`src/rtl/smlp_pkg.sv`:
```
// ----------------------------------------------------------------------------
// smlp_pkg
// Shared types and constants for the stereo mixer with one-pole low-pass.
// ----------------------------------------------------------------------------
package smlp_pkg;

   localparam int ONE_FIXED = 65536;
   localparam int PCT_SCALE = 100;
   localparam int PCT_RANGE = 128;

   localparam logic [15:0] PSG_OFFSET = 16'h4000;

   typedef enum logic [1:0] {
      MIX_OFF  = 2'd0,
      MIX_FM   = 2'd1,
      MIX_PSG  = 2'd2,
      MIX_BOTH = 2'd3
   } mix_mode_type;

   typedef enum logic [1:0] {
      CSR_FM_ENABLE      = 2'd0,
      CSR_PSG_ENABLE     = 2'd1,
      CSR_FILTER_PERCENT = 2'd2
   } csr_index_type;

   typedef struct packed {
      logic load_prod;
      logic load_acc;
   } pole_ctrl_type;

   typedef logic [16:0] coeff_table_type [PCT_RANGE];

   function automatic coeff_table_type build_coeff_table();
      coeff_table_type t;
      for (int i = 0; i < PCT_RANGE; i++) begin
         t[i] = 17'((ONE_FIXED * i) / PCT_SCALE);
      end
      return t;
   endfunction

   localparam coeff_table_type CoeffTable = build_coeff_table();

   localparam logic [6:0]         PCT_RESET     = 7'd50;
   localparam logic [16:0]        COEF_A_RESET  = 17'd32768;
   localparam logic signed [17:0] COEF_B_RESET  = 18'sd32768;
   localparam logic signed [17:0] ONE_FIXED_S18 = 18'sd65536;

endpackage

```
`src/rtl/stereo_mix_one_pole_lowpass_top.sv`:
```
// ----------------------------------------------------------------------------
// stereo_mix_one_pole_lowpass_top
// Stereo FM/PSG mixer with a one-pole low-pass filter on each channel.
//
// Input words arrive on req_ (FM left/right, PSG word, block end on tlast);
// filtered stereo words leave on rsp_ with the block end copied to tlast.
// csr_ writes the FM enable, PSG enable and filter percent; write them only
// while no word is in flight.
// A word accepted on req_ goes through stage 1, product and result registers.
// Throughput: one word per cycle unless rsp_ stalls; the accumulator update
// sets it: one 16x18 multiply and a 32-bit add from acc register to acc register.
// The input product x*b sits in the stage before, off that loop.
// When rsp_tready is low a full result register holds; the two earlier stages
// keep taking words until they are full, then req_tready falls.
// Reset empties the pipeline, clears both accumulators and restores the
// registers to FM and PSG enabled with a percent of fifty.
// ----------------------------------------------------------------------------
module stereo_mix_one_pole_lowpass_top import smlp_pkg::*; (
   input  logic        clock,
   input  logic        reset,
   input  logic        req_tvalid,
   output logic        req_tready,
   input  logic [47:0] req_tdata,   // fm_left, fm_right, psg_raw
   input  logic        req_tlast,
   output logic        rsp_tvalid,
   input  logic        rsp_tready,
   output logic [31:0] rsp_tdata,   // out_left, out_right
   output logic        rsp_tlast,
   input  logic        csr_we,
   input  logic [1:0]  csr_index,
   input  logic [6:0]  csr_wdata
);

   logic               fm_enable_ff;
   logic               psg_enable_ff;
   logic [16:0]        coef_a_ff;
   logic signed [17:0] coef_b_ff;
   logic [16:0]        coef_a_in;

   logic               v1_ff;
   logic [47:0]        data1_ff;
   logic               last1_ff;
   mix_mode_type       mode1_ff;

   logic               v2_ff;
   logic               last2_ff;
   logic               active2_ff;

   logic               rsp_valid_ff;
   logic [31:0]        rsp_data_ff;
   logic               rsp_last_ff;

   logic               en1;
   logic               en2;
   logic               en3;
   mix_mode_type       mode_in;
   logic signed [17:0] x_left;
   logic signed [17:0] x_right;
   pole_ctrl_type      pole_ctrl;
   logic [15:0]        left_hi;
   logic [15:0]        right_hi;

   always_comb begin
      en3        = !rsp_valid_ff || rsp_tready;
      en2        = !v2_ff || en3;
      en1        = !v1_ff || en2;
      req_tready = en1;
      mode_in    = mix_mode_type'({psg_enable_ff, fm_enable_ff});
      coef_a_in  = CoeffTable[csr_wdata];
      pole_ctrl.load_prod = v1_ff && en2;
      pole_ctrl.load_acc  = v2_ff && en3 && active2_ff;
   end

   always_ff @(posedge clock) begin
      if (reset) begin
         fm_enable_ff  <= 1'b1;
         psg_enable_ff <= 1'b1;
         coef_a_ff     <= COEF_A_RESET;
         coef_b_ff     <= COEF_B_RESET;
      end else if (csr_we) begin
         unique case (csr_index)
            CSR_FM_ENABLE:  fm_enable_ff  <= csr_wdata[0];
            CSR_PSG_ENABLE: psg_enable_ff <= csr_wdata[0];
            CSR_FILTER_PERCENT: begin
               coef_a_ff <= coef_a_in;
               coef_b_ff <= ONE_FIXED_S18 - $signed({1'b0, coef_a_in});
            end
            default: ;
         endcase
      end
   end

   // pipeline valids
   always_ff @(posedge clock) begin
      if (reset) begin
         v1_ff        <= 1'b0;
         v2_ff        <= 1'b0;
         rsp_valid_ff <= 1'b0;
      end else begin
         if (en1) begin
            v1_ff <= req_tvalid;
         end
         if (en2) begin
            v2_ff <= v1_ff;
         end
         if (en3) begin
            rsp_valid_ff <= v2_ff;
         end
      end
   end

   // pipeline payload
   always_ff @(posedge clock) begin
      if (en1 && req_tvalid) begin
         data1_ff <= req_tdata;
         last1_ff <= req_tlast;
         mode1_ff <= mode_in;
      end
      if (en2 && v1_ff) begin
         last2_ff   <= last1_ff;
         active2_ff <= (mode1_ff != MIX_OFF);
      end
      if (en3 && v2_ff) begin
         rsp_data_ff <= active2_ff ? {right_hi, left_hi} : '0;
         rsp_last_ff <= last2_ff;
      end
   end

   smlp_mix u_mix (
      .mode     (mode1_ff),
      .fm_left  ($signed(data1_ff[15:0])),
      .fm_right ($signed(data1_ff[31:16])),
      .psg_raw  (data1_ff[47:32]),
      .x_left   (x_left),
      .x_right  (x_right)
   );

   smlp_pole u_pole_left (
      .clock       (clock),
      .reset       (reset),
      .ctrl        (pole_ctrl),
      .x           (x_left),
      .coef_a      (coef_a_ff),
      .coef_b      (coef_b_ff),
      .acc_next_hi (left_hi)
   );

   smlp_pole u_pole_right (
      .clock       (clock),
      .reset       (reset),
      .ctrl        (pole_ctrl),
      .x           (x_right),
      .coef_a      (coef_a_ff),
      .coef_b      (coef_b_ff),
      .acc_next_hi (right_hi)
   );

   assign rsp_tvalid = rsp_valid_ff;
   assign rsp_tdata  = rsp_data_ff;
   assign rsp_tlast  = rsp_last_ff;

endmodule

```
`src/rtl/smlp_mix.sv`:
```
// ----------------------------------------------------------------------------
// smlp_mix
// Source mixer: forms the filter input of each channel from FM and PSG.
// ----------------------------------------------------------------------------
module smlp_mix import smlp_pkg::*; (
   input  mix_mode_type       mode,
   input  logic signed [15:0] fm_left,
   input  logic signed [15:0] fm_right,
   input  logic [15:0]        psg_raw,
   output logic signed [17:0] x_left,
   output logic signed [17:0] x_right
);

   logic signed [17:0] fm_left_x3;
   logic signed [17:0] fm_right_x3;
   logic signed [15:0] fm_left_q;
   logic signed [15:0] fm_right_q;
   logic signed [16:0] psg_wide;
   logic signed [15:0] psg_both;
   logic [15:0]        psg_wrap;
   logic signed [15:0] psg_only;

   always_comb begin
      fm_left_x3  = ({{2{fm_left[15]}}, fm_left} <<< 1) + {{2{fm_left[15]}}, fm_left};
      fm_right_x3 = ({{2{fm_right[15]}}, fm_right} <<< 1) + {{2{fm_right[15]}}, fm_right};
      fm_left_q   = fm_left_x3[17:2];
      fm_right_q  = fm_right_x3[17:2];
      psg_wide    = $signed({psg_raw[15], psg_raw}) - $signed({1'b0, PSG_OFFSET});
      psg_both    = psg_wide[16:1];
      psg_wrap    = psg_raw - PSG_OFFSET;
      psg_only    = {psg_wrap[15], psg_wrap[15:1]};
   end

   always_comb begin
      unique case (mode)
         MIX_BOTH: begin
            x_left  = {{2{psg_both[15]}}, psg_both} + {{2{fm_left_q[15]}}, fm_left_q};
            x_right = {{2{psg_both[15]}}, psg_both} + {{2{fm_right_q[15]}}, fm_right_q};
         end
         MIX_FM: begin
            x_left  = {{2{fm_left_q[15]}}, fm_left_q};
            x_right = {{2{fm_right_q[15]}}, fm_right_q};
         end
         MIX_PSG: begin
            x_left  = {{2{psg_only[15]}}, psg_only};
            x_right = {{2{psg_only[15]}}, psg_only};
         end
         default: begin
            x_left  = '0;
            x_right = '0;
         end
      endcase
   end

endmodule

```
`src/rtl/smlp_pole.sv`:
```
// ----------------------------------------------------------------------------
// smlp_pole
// One-pole low-pass for one channel: input product stage and accumulator.
// ----------------------------------------------------------------------------
module smlp_pole import smlp_pkg::*; (
   input  logic               clock,
   input  logic               reset,
   input  pole_ctrl_type      ctrl,
   input  logic signed [17:0] x,
   input  logic [16:0]        coef_a,
   input  logic signed [17:0] coef_b,
   output logic [15:0]        acc_next_hi
);

   logic signed [35:0] prod_full;
   logic [31:0]        prod_ff;
   logic [31:0]        prod_in;
   logic signed [33:0] fb_full;
   logic [31:0]        acc_ff;
   logic [31:0]        acc_in;

   always_comb begin
      prod_full   = x * coef_b;
      prod_in     = prod_full[31:0];
      fb_full     = $signed(acc_ff[31:16]) * $signed({1'b0, coef_a});
      acc_in      = fb_full[31:0] + prod_ff;
      acc_next_hi = acc_in[31:16];
   end

   always_ff @(posedge clock) begin
      if (ctrl.load_prod) begin
         prod_ff <= prod_in;
      end
   end

   always_ff @(posedge clock) begin
      if (reset) begin
         acc_ff <= '0;
      end else if (ctrl.load_acc) begin
         acc_ff <= acc_in;
      end
   end

endmodule
```
`config.mk`:
```
export PLATFORM = sky130hd
export DESIGN_NAME = stereo_mix_one_pole_lowpass_top
export DESIGN_NICKNAME = d
export VERILOG_FILES = /design/src/rtl/smlp_pkg.sv /design/src/rtl/stereo_mix_one_pole_lowpass_top.sv /design/src/rtl/smlp_mix.sv /design/src/rtl/smlp_pole.sv
export SDC_FILE = /design/constraint.sdc
export NUM_CORES = 2
export LEC_CHECK = 0
export ABC_AREA = 1
export BUFFER_PORTS_ARGS = -buffer_cell sky130_fd_sc_hd__buf_4
export CAP_MARGIN = 40
export CELL_PAD_IN_SITES_DETAIL_PLACEMENT = 1
export CELL_PAD_IN_SITES_GLOBAL_PLACEMENT = 1
export CORE_MARGIN = 2
export CORE_UTILIZATION = 46
export DETAILED_ROUTE_END_ITERATION = 6
export PLACE_DENSITY = 0.89
export SYNTH_ARGS = -nofsm -noshare
export SYNTH_HDL_FRONTEND = slang
export SYNTH_SLANG_ARGS = --single-unit
```
`constraint.sdc`:
```
create_clock -name clock -period 8.8 [get_ports clock]
set_clock_uncertainty 0.1 [all_clocks]
set_input_delay 0.88 -clock clock [delete_from_list [all_inputs] [get_ports clock]]
set_output_delay 0.88 -clock clock [all_outputs]
set_load 0.01 [all_outputs]
```
After elaboration in Yosys (flattened, before gate mapping)
Memories as Yosys holds them, arrays and structs flattened.
Cells that the tools add are included.

operators by class
  add/sub/neg operators = 9
  multipliers = 4
  order comparisons = 1
  equality and inequality tests = 5
  muxes and demuxes = 4
  bitwise operators = 1
  reduce and logical (&&, ||, !) cells = 15

operators with widths
  cell                                                                   count
  18-bit one-hot mux with 3 select lines                                 2
  32-bit adder                                                           2
  16-bit by 18-bit multiplier with 32-bit output                         2
  18-bit by 18-bit multiplier with 32-bit output                         2
  17-bit by 16-bit adder with 18-bit output                              2
  16-bit by 16-bit adder with 17-bit output                              2
  17-bit two-way mux                                                     2
  17-bit by 17-bit subtractor with 18-bit output, first input constant   1
  16-bit by 16-bit subtractor with 17-bit output, second input constant  1
  16-bit by 15-bit subtractor with 16-bit output, second input constant  1
  8-bit >= comparator, second input constant                             1
  7-bit NOT with 8-bit output                                            1
  2-bit == test, second input constant                                   3
  2-bit AND reduction                                                    3
  2-bit by 1-bit == test with 1-bit output, second input constant        2
  1-bit logical AND                                                      4
  1-bit zero test                                                        3
  1-bit logical OR                                                       3
  2-bit zero test                                                        1
  2-bit nonzero test                                                     1

word-level totals
  register bits after elaboration = 254
  bits in read-only memories = 2176
  input bits = 63
  output and inout bits = 35
  logic and storage cells = 58
  memories kept = 1

memory list
  name              words  width  read ports  clocked after memory_dff  wr ports  line                                   text
  (name not given)  128    17     1           0                         0         stereo_mix_one_pole_lowpass_top.sv:69  coef_a_in = CoeffTable[csr_wdata];

Logic depth before layout (Yosys ltp)
  depth after elaboration = 5
  depth in mapped cells = 49
  gate-level depth less buffers = 49

Modules after synthesis
From an unflattened synthesis, not the netlist that was laid out.

second synthesis, totals
  cells, all modules = 8150
  area total of the unflattened synthesis = 59540.9 µm²

modules (own cells, without submodules)
  module                           instances  cells each  area an instance (µm²)  seq. area each (µm²)
  smlp_pole at u_pole_right        1          3197        24128.1                 1281.2
  smlp_pole at u_pole_left         1          3194        24111.9                 1281.2
  stereo_mix_one_pole_lowpass_top  1          891         6944.2                  3363.2
  smlp_mix                         1          868         4356.7                  0.0

Least setup slack after synthesis
Ideal clock, no wire load.

  path type = register to register
  start point = register data1_ff[1]
  end point = register u_pole_left.prod_ff[31] (data pin)
  library setup time = 253 ps
  arrival = 8119 ps
  data required time = 8447 ps
  path slack = 328 ps
  cell stages (with the launch flop) = 39
  path buffers = 1
  period minus slack after synthesis = 8472 ps
  path through = edfxtp_1 > inv_1 > fa_1 > o21ai_2 > nand4_1 > nand2_1 > a21boi_1 > o31ai_1 > xor2_1 > ha_1 > a21oi_1 > o21ai_0 > a21oi_1 > nand2_1 > nand2_1 > nand3_1 > nand2_1 > clkinv_1 > (+3 left out) > fa_1 > clkbuf_1 > inv_1 > fa_1 > inv_1 > fa_1 > fa_1 > fa_1 > inv_1 > ha_1 > inv_1 > nor3_1 > nand2_1 > or2_2 > nand3_1 > inv_1 > nand3_1 > nand2_1

on the way
  word-level cells in the longest chain between the ends = 4

ends and longest elaborated chain
  item                                              line                                    text
  start: declaration                                stereo_mix_one_pole_lowpass_top.sv:41   logic [47:0] data1_ff;
  start signal: assignment                          stereo_mix_one_pole_lowpass_top.sv:115  data1_ff <= req_tdata;
  17-bit by 16-bit adder with 18-bit output *       smlp_mix.sv:24                          fm_left_x3 = ({{2{fm_left[15]}}, fm_left} <<< 1) + {{2{fm_left[15]}}, fm_left};
  16-bit by 16-bit adder with 17-bit output         smlp_mix.sv:37                          x_left = {{2{psg_both[15]}}, psg_both} + {{2{fm_left_q[15]}}, fm_left_q};
  18-bit one-hot mux with 3 select lines *          smlp_mix.sv:35                          unique case (mode)
  18-bit by 18-bit multiplier with 32-bit output *  smlp_pole.sv:23                         prod_full = x * coef_b;
  named net u_pole_left.prod_full[31]               smlp_pole.sv:15                         logic signed [35:0] prod_full;
  end signal: assignment                            smlp_pole.sv:32                         prod_ff <= prod_in;
  end: declaration                                  smlp_pole.sv:16                         logic [31:0] prod_ff;

The timed path passes the listed nets; every way through them passes the cells marked *.
A chain may end at the register's enable or synchronous reset.

Final worst setup path
Ends and elaborated chain as after synthesis.

==> run_results.csv <==
group,metric,value,unit
worst_setup_path,crit_arrival,10.17,ns
routing,vias,50891,
routing,viasPerCell,5.92,
worst_setup_path,cp_slowest_stage_delay,0.86,ns
timing,timing.hold.ws,0.243,ns
timing,fmax,102,MHz
pwr,ir_drop,0.177,mV
timing,period_share,1.12,
routing,dr.pass1.iters,7,
clock_network,clk_latency,0.71,ns
final_layout,drive_gt1_frac,0.108,
logic_synthesis,synth_top_area_frac,0.385,
clock_network,clk_pin_slew,0.08,ns
worst_setup_path,critPathRequiredTime,9.15,ns
floorplanning,num_io_pins,98,
pwr,p_int,6280,uW
final_layout,fin_nets,8614,
worst_setup_path,cpMostUsedCell,"inv_1",
routing,initialDrtViolationCount,4463,
final_layout,utilization,0.519,
pwr,pwr-share-comb,0.783,
pwr,p_clk_frac,0.094,
logic_synthesis,syn_inst,6871,
placed_design,place.gp.congestion,0.948,
logic_synthesis,syn_nets,8464,
floorplanning,die-area,122000,um2
placed_design,pre_cts_slack,-0.390,ns
final_layout,final_area,61400,um2
global_routing,grt_use_total,0.347,
placed_design,io_buffers,96,
logic_synthesis,synth-seq-cells,220,
clock_network,numCtsBuffers,28,
clock_network,h-tree-depth,1,
logic_synthesis,synth_top_family_by_area,"adder cells",
logic_synthesis,syn_avg_cell_area,8.00,um2
logic_synthesis,synth_seq_area_share,0.107,
floorplanning,chipWidth,350,um
final_layout,num-fill-cells,14269,
timing,rsz0062_at_grt,"true",
worst_setup_path,cp-start-kind,"register",
pwr,p_switching,8090,uW
logic_synthesis,synthesis.area,55000,um2
timing,max-slew-margin-rel,0.254,
routing,drc,0,
logic_synthesis,synthAdderAreaFrac,0.493,
global_routing,antenna_found_initial,19,
logic_synthesis,yosys.area.top_type,"fa_1",
run_status,failed_checks,"negative setup slack",
pwr,swShare,0.563,
placed_design,dpl_cell_area,58400,um2
worst_setup_path,crit_slowest_cell,"fa_1",
logic_synthesis,synth-compound-area-share,0.0633,
worst_hold_path,hold-path-cell-count,1,
global_routing,grt_first_pass_wirelength,321000,um
timing,drv_slew,0,
global_routing,grt_pass1_vias,56651,
worst_hold_path,hold_path_class,"in2reg",
logic_synthesis,synth-simple-area-share,0.160,
clock_network,hold_buffers,0,
global_routing,overflow,0,
run_status,status,"finished, violations left",
pwr,seqPwrFrac,0.124,
global_routing,grt_max_degree,61,
floorplanning,die_h,350,um
logic_synthesis,ys_types,60,
logic_synthesis,yosysWarnings,0,
timing,min_period,9.83,ns
timing,worst_pin_slew,1.12,ns
routing,routedWlPerCell,27.2,um
clock_network,cts_root_buf,"clkbuf_16",
placed_design,dp_hpwl,165000,um
worst_setup_path,path_class,"reg2reg",
run,max_cap_violations,0,
worst_setup_path,end_kind,"register",
final_layout,syn2layout_area_growth,11.7,%
logic_synthesis,synthXorXnorAreaFrac,0.0251,
pwr,power_density,234,nW/um2
timing,fin_ws,-1.03,ns
logic_synthesis,yosys-mux-area-fraction,0,
clock_network,clockBufferDepth,3,
worst_setup_path,path_max_fanout,6,
logic_synthesis,synthTopCellsByArea,"fa_1 (38%), inv_1 (13%), ha_1 (11%), nand2_1 (11%), edfxtp_1 (8.1%)",
floorplanning,initial_core_util,0.465,
routing,ant_nets,0,
timing,setup_viol,40,
clock_network,clock_sinks,220,
timing,hold_viol_final,0,
floorplanning,placementRows,126,
routing,routed_wl,234000,um
worst_setup_path,r2r_cells,39,
clock_network,cts_tree,"yes",
pwr,leakage,0.0325,uW
floorplanning,coreArea,118000,um2
## power by group through the flow
stage | combinational, uW | sequential, uW | clock (uW)
after floorplan | 5660 | 1600 | 0
after global placement | 8230 | 1780 | 0
after detailed placement | 9070 | 1770 | 0
after CTS | 9430 | 1760 | 1320
after global routing | 11900 | 1780 | 1380
final | 11200 | 1780 | 1350
## cells in the mapped netlist, drive strengths merged
cell type	n
nand4	35
a21o	24
a31oi	13
nor3	26
nor2	322
o211a	1
edfxtp	149
a21boi	3
xor2	91
clkbuf	206
o21a	11
fa	1056
xnor2	65
a211oi	9
o311ai	1
o211ai	49
inv	1909
a31o	3
or2	19
o31ai	7
a32oi	1
dfxtp	71
nand2	1601
nand3b	2
a21oi	257
o2111ai	6
nor4	8
and3	2
ha	474
clkinv	16
a22oi	3
o22ai	4
nand3	172
buf	52
o221ai	3
o21ai	175
a221oi	6
o21bai	19
## through the flow
stage,setup TNS (ns),total power [uW],std cells
CTS,0,12500,8534
finish,-22.06,14400,8594
detailed placement,-4.91,10800,8468
global placement,-0.0428,10000,8450
floorplan,0,7260,6871
global route,-27.85,15000,8579
## critical path, delay by kind of cell, from the launching register on
family / cells / cell delay [ns]
flip-flops: 1 / 0.46
buffers and inverters: 12 / 1.54
XOR/XNOR: 1 / 0.78
AND/OR/NAND/NOR: 11 / 1.44
adder cells (fa/ha/maj): 9 / 3.79
AO/OA/AOI/OAI: 6 / 1.41
## placed cells by master, fill, tap and decap left out, drive strengths merged, types with 24 or more instances in the layout
master | synthesis | final
nand2 | 1601 | 1601
a21oi | 257 | 257
nor3 | 26 | 26
clkbuf | 206 | 38
nand4 | 35 | 35
fa | 1056 | 1056
inv | 1909 | 1909
dfxtp | 71 | 71
nor2 | 322 | 322
o211ai | 49 | 49
o21ai | 175 | 175
xor2 | 91 | 91
edfxtp | 149 | 149
nand3 | 172 | 172
buf | 52 | 378
ha | 474 | 474
a21o | 24 | 24
xnor2 | 65 | 65
## per-layer routing
layer	track usage	up-vias	share of wire	wire [um]
met5	0	-	0.00050	116
li1	-	20470	-	-
met3	0.0703	1673	0.10	24500
met1	0.374	25223	0.32	75800
met2	0.599	3507	0.47	109000
met4	0.266	18	0.10	24200
## final timing paths
kind,start,endpoint,slack [ns]
max reg2reg,data1_ff[1]$_DFFE_PP_,u_pole_left.prod_ff[31]$_DFFE_PP_,-1.03
min reg2reg,last1_ff$_DFFE_PP_,last2_ff$_DFFE_PP_,0.32
max,data1_ff[1]$_DFFE_PP_,u_pole_left.prod_ff[31]$_DFFE_PP_,-1.03
min,req_tdata[19],data1_ff[19]$_DFFE_PP_,0.24
## cells by family after synthesis
logic type | count (synthesis)
AO/OA/AOI/OAI | 595
adder cells (fa/ha/maj) | 1530
buffers and inverters | 2183
XOR/XNOR | 156
flip-flops | 220
AND/OR/NAND/NOR | 2187
## sequential cells by signal, indices dropped and copies added (netlist names), 2 cells and up
| register | flops |
|---|---|
| u_pole_right.prod_ff | 32 |
| coef_b_ff | 17 |
| u_pole_left.acc_ff | 16 |
| rsp_tdata | 32 |
| u_pole_right.acc_ff | 16 |
| mode1_ff | 2 |
| coef_a_ff | 17 |
| u_pole_left.prod_ff | 32 |
| data1_ff | 47 |
## repair_timing
action,CTS,global route
setup endpoints to repair,24,37
buffers inserted,14,41
pin swaps,32,94
gates resized for setup,72,260
hold endpoints to repair,0,0
## area by class of cell
class / instances / area, um2 / area share
clock buffer: 38 / 758 / 0.0123
multi-input combinational: 4468 / 42100 / 0.686
sequential: 220 / 5900 / 0.0960
antenna: 15 / 37.5 / 0.000611
clock inverter: 14 / 239 / 0.00389
inverter: 1925 / 7250 / 0.118
tap: 1536 / 1920 / 0.0313
timing repair buffer: 378 / 3170 / 0.0517
Power figures use the tool's default switching activity.
